==> src/rtl/core/assert_macros.svh <==
// assertion macros shared by the convolution rtl
// no dependencies; macros are empty when SYNTHESIS is defined
`ifndef ASSERT_MACROS_SVH
`define ASSERT_MACROS_SVH
`ifndef SYNTHESIS
`define ASSERT_AT(lbl, prop, msg) \
	lbl: assert property (@(posedge clk) disable iff (!arst_n) (prop)) else $error(msg);
`define ASSERT_NEVER(lbl, cond, msg) \
	`ASSERT_AT(lbl, !(cond), msg)
`else
`define ASSERT_AT(lbl, prop, msg)
`define ASSERT_NEVER(lbl, cond, msg)
`endif
`endif

==> src/rtl/core/rcc_pkg.sv <==
// shared types and constants for the rgb 5x5 convolution
// no dependencies
package rcc_pkg;

	localparam int SAMPLE_W     = 16;
	localparam int COEF_W       = 18;
	localparam int IDX_W        = 5;
	localparam int PROD_W       = COEF_W + SAMPLE_W + 1;
	localparam int FRAC_BITS    = 12;
	localparam int ONE_Q15      = 32768;
	localparam int ROW_W        = 12;
	localparam int COL_W        = 10;
	localparam int HEIGHT_W     = 13;
	localparam int CFG_W        = 13;
	localparam int WREG_W       = 11;
	localparam int MAX_HEIGHT   = 4096;
	localparam int FIFO_DEPTH   = 8;
	localparam int IN_DATA_W    = 72;
	localparam int OUT_DATA_W   = 72;

	typedef enum logic [1:0] {
		OP_PIXEL = 2'd0,
		OP_DRAIN = 2'd1,
		OP_COEF  = 2'd2,
		OP_NONE  = 2'd3
	} op_t;

	localparam logic [0:0] REG_WIDTH  = 1'b0;
	localparam logic [0:0] REG_HEIGHT = 1'b1;

	typedef struct packed {
		logic                     shift;
		logic                     load;
		logic [IDX_W-1:0]         index;
		logic signed [COEF_W-1:0] value;
	} cell_ctl_t;

	typedef struct packed {
		logic             last;
		logic [ROW_W-1:0] row;
		logic [COL_W-1:0] col;
	} meta_t;

endpackage

==> src/rtl/core/rcc_cell.sv <==
// one window tap: sample register, coefficient register and product
// depends on rcc_pkg
module rcc_cell #(
	parameter int CH  = 3,
	parameter int TAP = 0
) (
	input  logic                                clk,
	input  logic                                arst_n,
	input  rcc_pkg::cell_ctl_t                  ctl,
	input  logic                                gate,
	input  logic [CH*rcc_pkg::SAMPLE_W-1:0]     din,
	output logic [CH*rcc_pkg::SAMPLE_W-1:0]     dout,
	output logic [CH*rcc_pkg::PROD_W-1:0]       prod_s2
);

	localparam int SW = rcc_pkg::SAMPLE_W;
	localparam int PW = rcc_pkg::PROD_W;

	logic signed [rcc_pkg::COEF_W-1:0] coef_q;
	logic [CH*SW-1:0]                  smp_q;

	always_ff @(posedge clk or negedge arst_n) begin
		if (!arst_n) begin
			coef_q <= '0;
		end else if (ctl.load && (ctl.index == rcc_pkg::IDX_W'(TAP))) begin
			coef_q <= ctl.value;
		end
	end

	always_ff @(posedge clk) begin
		if (ctl.shift) begin
			smp_q <= din;
		end
	end

	always_ff @(posedge clk) begin
		for (int ch = 0; ch < CH; ch++) begin
			if (gate) begin
				prod_s2[ch*PW +: PW] <= coef_q * $signed({1'b0, smp_q[ch*SW +: SW]});
			end else begin
				prod_s2[ch*PW +: PW] <= '0;
			end
		end
	end

	assign dout = smp_q;

endmodule

==> config.mk <==
export PLATFORM = sky130hd
export DESIGN_NAME = rcc_cell
export DESIGN_NICKNAME = d
export VERILOG_FILES = /design/src/rtl/core/assert_macros.svh /design/src/rtl/core/rcc_pkg.sv /design/src/rtl/core/rcc_cell.sv
export SDC_FILE = /design/constraint.sdc
export NUM_CORES = 2
export LEC_CHECK = 0
export ABC_AREA = 1
export BUFFER_PORTS_ARGS = -buffer_cell sky130_fd_sc_hd__buf_2
export CAP_MARGIN = 20
export CORE_MARGIN = 4
export CORE_UTILIZATION = 58
export CTS_CLUSTER_DIAMETER = 80
export DETAILED_ROUTE_END_ITERATION = 8
export PLACE_DENSITY_LB_ADDON = 0.1
export SLEW_MARGIN = 10
export SYNTH_ARGS = -nofsm -noshare
export SYNTH_HDL_FRONTEND = slang
export SYNTH_SLANG_ARGS = --single-unit
==> constraint.sdc <==
create_clock -name clk -period 9.36 [get_ports clk]
set_input_delay 0.468 -clock clk [delete_from_list [all_inputs] [get_ports clk]]
set_output_delay 0.468 -clock clk [all_outputs]
set_load 0.1 [all_outputs]
# Word-level counts from Yosys, hierarchy flattened
# Index checks and enable logic that the tools add are counted.
# W data, S select, Z words.
totals:
  ff_bits: 171
  latchBits: 0
  ram_bits: 0
  rom_bits: 0
  input_bits: 76
  out_inout_bits: 153
  elab_cells: 8
  memories: 0
op_classes:
  n_addsub: 0
  multipliers: 3
  div_mod_pow: 0
  magnitude_cmp: 0
  eq_ne: 0
  shifts: 0
  muxes: 0
  n_bitwise: 0
  reduce_logical: 2
op_table:
  columns: ["cell", "n"]
  rows:
  - ["$mul A18 B17 Y35", 3]
  - ["$logic_not A5 Y1", 1]
  - ["$logic_and A1 B1 Y1", 1]

# Longest topological paths before layout
logic_depth:
  ltp_word: 2
  mapped_depth: 30
  depth_no_buf: 28

# Least setup slack after synthesis
# No wires, ideal clock.
synth_timing:
  path_kind: "register to register"
  from: "reg smp_q[20] (netlist: dout[20])"
  to: "reg prod_s2[69] (netlist name)"
  arrival_ns: 6.192
  setup_slack_ns: 3.056
  stages_incl_launch_ff: 25
  n_path_buf: 2
  period_less_slack_ns: 6.304
  cell_sequence: "edfxtp_1 -> clkbuf_1 -> clkbuf_1 -> nand2_1 -> fa_1 -> inv_1 -> fa_1 -> inv_1 -> fa_1 -> fa_1 -> inv_1 -> fa_1 -> inv_1 -> fa_1 -> inv_1 -> ha_1 -> nand2_1 -> nor2_1 -> nand2_1 -> nor3_1 -> nand2_1 -> nand2_1 -> nand2_1 -> nand2_1 -> nor2_1"
synth_between:
  elab_chain_cells: 1
synth_lines:
  columns: ["element", "line_no", "rtl"]
  rows:
  - ["from (decl)", "rcc_cell.sv:20", "logic [CH*SW-1:0] smp_q;"]
  - ["from (signal assigned)", "rcc_cell.sv:32", "smp_q <= din;"]
  - ["$mul A18 B17 Y35", "rcc_cell.sv:39", "prod_s2[ch*PW +: PW] <= coef_q * $signed({1'b0, smp_q[ch*SW +: SW]});"]
  - ["to (signal, indexed assignment)", "rcc_cell.sv:39", null]
  - ["to (decl)", "rcc_cell.sv:13", "output logic [CH*rcc_pkg::PROD_W-1:0] prod_s2"]
# No other way between the ends.
# A chain may end at the register's enable or synchronous reset.

# Worst setup path in the final report
layout_timing:
  from: "reg coef_q[15] (netlist name)"
  to: "reg prod_s2[63] (netlist name)"
layout_between:
  elab_chain_cells: 1
layout_lines:
  columns: ["element", "line_no", "rtl"]
  rows:
  - ["from (decl)", "rcc_cell.sv:19", "logic signed [rcc_pkg::COEF_W-1:0] coef_q;"]
  - ["from (signal assigned)", "rcc_cell.sv:26", "coef_q <= ctl.value;"]
  - ["$mul A18 B17 Y35", "rcc_cell.sv:39", null]
# No other way between the ends.

==> results.sh <==
export IMPL_ys_ff_latch=171
export IMPL_max_stage_delay_ns=0.88
export IMPL_drt_iter0_markers=1757
export IMPL_dpl_cell_area_um2=42400
export IMPL_final_cell_mix="inv_1, nand2_1, fa_1, ha_1, buf_2"
export IMPL_io_pins=229
export IMPL_synth_edf_count=48
export IMPL_place_congestion=0.916
export IMPL_cts_root_buffer="clkbuf_16"
export IMPL_hold_end="dout[10]$_DFFE_PP_"
export IMPL_initial_utilization_pct=58.8
export IMPL_crit_fanout=30
export IMPL_grt_overflow_total=0
export IMPL_avgSynthCellArea_um2=7.76
export IMPL_wire_per_inst_um=16.5
export IMPL_via_per_inst=5.04
export IMPL_r2r_start="coef_q[15]$_DFFE_PN0P_"
export IMPL_nets=6527
export IMPL_dr_total_vias=31500
export IMPL_cts_buffer_depth=2
export IMPL_start_kind="register"
export IMPL_max_freq_mhz=155
export IMPL_coreArea_um2=68900
export IMPL_cts_tree="built"
export IMPL_fin_crit_ns=6.46
export IMPL_cts_setup_buffers=0
export IMPL_synth_area_leaders="fa_1, inv_1, nand2_1"
export IMPL_ys_flop_type="dfxtp_1"
export IMPL_status="finished, final reports clean"
export IMPL_crit_type="reg -> reg"
export IMPL_critPathMostFrequentCell="fa_1"
export IMPL_first_global_vias=33000
export IMPL_finalSetupViolCount=0
export IMPL_yosysUniqueCellTypes=34
export IMPL_endpoint_kind="register"
export IMPL_grt_util_all_layers_pct=29.2
export IMPL_cp_data_required_time_ns=9.80
export IMPL_yosys_warnings=0
export IMPL_drc=0
export IMPL_fin_skew_ns=0.0327
export IMPL_cap_violations=0
export IMPL_seq_area_frac_synth_pct=9.86
export IMPL_drive_gt1_share_pct=6.43
export IMPL_ant_nets=0
export IMPL_clkLatencyLatePin_ns=0.53
export IMPL_postLayoutCellArea_um2=43000
export IMPL_gr_usage_met1_pct=39.2
export IMPL_cp_slowest_cell="dfrtp_2"
export IMPL_wl_um=103000
export IMPL_first_pass_iters=6
export IMPL_rrSetupSlack_ns=2.90
export IMPL_whs_path_depth=1
export IMPL_crit_chain="buf_4, nand2_1, fa_1, fa_1, fa_1, inv_1, fa_1, fa_1, inv_1, fa_1, inv_1, ha_1, nand2_1, inv_1, nand2_1, nor3_1, nand3_1, nand3_1, nand2_1, inv_1, nor2_1"
export IMPL_synth_area_um2=40500
export IMPL_clk_pin_slew_ns=0.10
export IMPL_rr_worst_depth=21
export IMPL_rsz0062_at_grt="false"
export IMPL_area_growth_synth_to_final_pct=6.05
export IMPL_grt_pass1_wl_um=171000
export IMPL_arrival_ns=6.90
export IMPL_final_common_cell="inv_1"
export IMPL_yosys_area_top_type_share_pct=43.4
export IMPL_core_rowCount=96
export IMPL_cts_max_level=4
export IMPL_die_area_um2=74200
export IMPL_use_met2_pct=50.3
export IMPL_setup_tns_final_ns=0
export IMPL_slew_headroom_pct=22.8
export IMPL_holdCritStartpoint="din[10]"
export IMPL_dp_cells=6215
export IMPL_die_w_um=272
export IMPL_timing_final_crit_share_pct=69.0
export IMPL_synth_fp_nets=6441
export IMPL_synth_top_area_cell="fa_1"
export IMPL_synth_cells=5219
export IMPL_hold_viol=0
export IMPL_grt_max_degree=50
export IMPL_die_height_um=272
export IMPL_busiest_layer="met2"
export IMPL_maxSlewViolCount=0
export IMPL_worstMarginPinSlew_ns=1.16
export IMPL_numPortBuffers=228
export IMPL_clock_sinks=171
export IMPL_cts_buffers=17
export IMPL_hpwl_um=83300
export IMPL_grtUsageMet3_pct=4.32
export IMPL_antenna_found_initial=1
export IMPL_r2r_end="prod_s2[63]$_SDFF_PN0_"
export IMPL_instances_no_fill=6250
export IMPL_async_reset_ff_share_pct=10.5
export IMPL_hold_class="in -> reg"
cells in the mapped netlist (2+ instances only):
library cell,instances
xor2_1,9
nand3b_1,5
clkbuf_1,165
nor3_1,23
nand3_1,93
mux2_2,8
inv_1,1664
dfrtp_1,18
nand4_1,10
edfxtp_1,48
buf_2,2
buf_1,29
nor2_2,2
and2_1,14
o21bai_1,22
ha_1,267
o21ai_0,34
o21a_1,21
nand2_1,1418
nand3_2,4
mux2_4,10
xnor2_1,7
a21o_1,5
fa_1,879
a21oi_1,133
nor2_1,217
dfxtp_1,105
metal layers:
metal | vias to the layer above | share of wire (%) | wire, µm
li1 | 14700 | - | -
met1 | 15600 | 42 | 43200
met2 | 1019 | 49 | 50300
met3 | 132 | 6.7 | 6940
met4 | 0 | 2.4 | 2510
met5 | - | 0 | 0
registers in the layout, indices dropped and copies added (netlist names):
signal   count
prod_s2    105
dout        48
coef_q      18
logic make-up (layout without fill, tap and decap cells):
kind of cell	after synthesis	after routing	synth area share [%]
other	0	1	0
AO/OA/AOI/OAI	216	216	2.97
multiplexers	18	18	0.593
buffers and inverters	1863	1962	17.3
XOR/XNOR	16	16	0.346
AND/OR/NAND/NOR	1789	1789	17.3
adder cells (fa/ha/maj)	1146	1146	51.7
flip-flops	171	171	9.86
worst max path at each step:
stage,end,from,slack (ns),cells past startpoint
final,prod_s2[63]$_SDFF_PN0_,coef_q[15]$_DFFE_PN0P_,2.90,21
after global routing,prod_s2[99]$_SDFF_PN0_,dout[34]$_DFFE_PP_,2.56,20
after CTS,prod_s2[99]$_SDFF_PN0_,coef_q[17]$_DFFE_PN0P_,2.70,20
after detailed placement,prod_s2[69]$_SDFF_PN0_,coef_q[17]$_DFFE_PN0P_,2.72,22
after global placement,prod_s2[99]$_SDFF_PN0_,coef_q[17]$_DFFE_PN0P_,2.85,20
after floorplan,prod_s2[69]$_SDFF_PN0_,dout[20]$_DFFE_PP_,3.06,24
through the flow:
stage / hold slack (ns) / setup slack [ns] / util [%]
floorplan: 0.172 / 3.06 / -
global placement: 0.478 / 2.85 / 61.4
detailed placement: 0.474 / 2.72 / 61.4
CTS: 0.0874 / 2.70 / 62.3
global route: 0.0940 / 2.56 / 62.3
finish: 0.120 / 2.90 / 62.3
worst max-delay path, delay by kind of cell (launching register included):
| family | cells | cell delay, ns |
|---|---|---|
| adders and majority gates | 7 | 3.53 |
| buffers and inverters | 6 | 0.74 |
| DFF | 1 | 0.88 |
| and+or+nand+nor | 8 | 1.22 |
area by class of cell:
type / count / area (µm²)
diodes: 1 / 2.50
clock buffers: 17 / 425
clock inverters: 15 / 158
fillers: 6436 / 26000
inverters: 1665 / 6250
multi-input cells: 3185 / 29500
flip-flops and latches: 171 / 4020
well taps: 931 / 1160
repair buffers: 265 / 1440
timing repair:
item / CTS / global route
hold buffers: 1 / 0
resized for setup: 0 / 0
hold endpoints to repair: 18 / 0
Power is not shown: default switching activity piles up to over one toggle a cycle in this logic, so the estimate is an artifact.
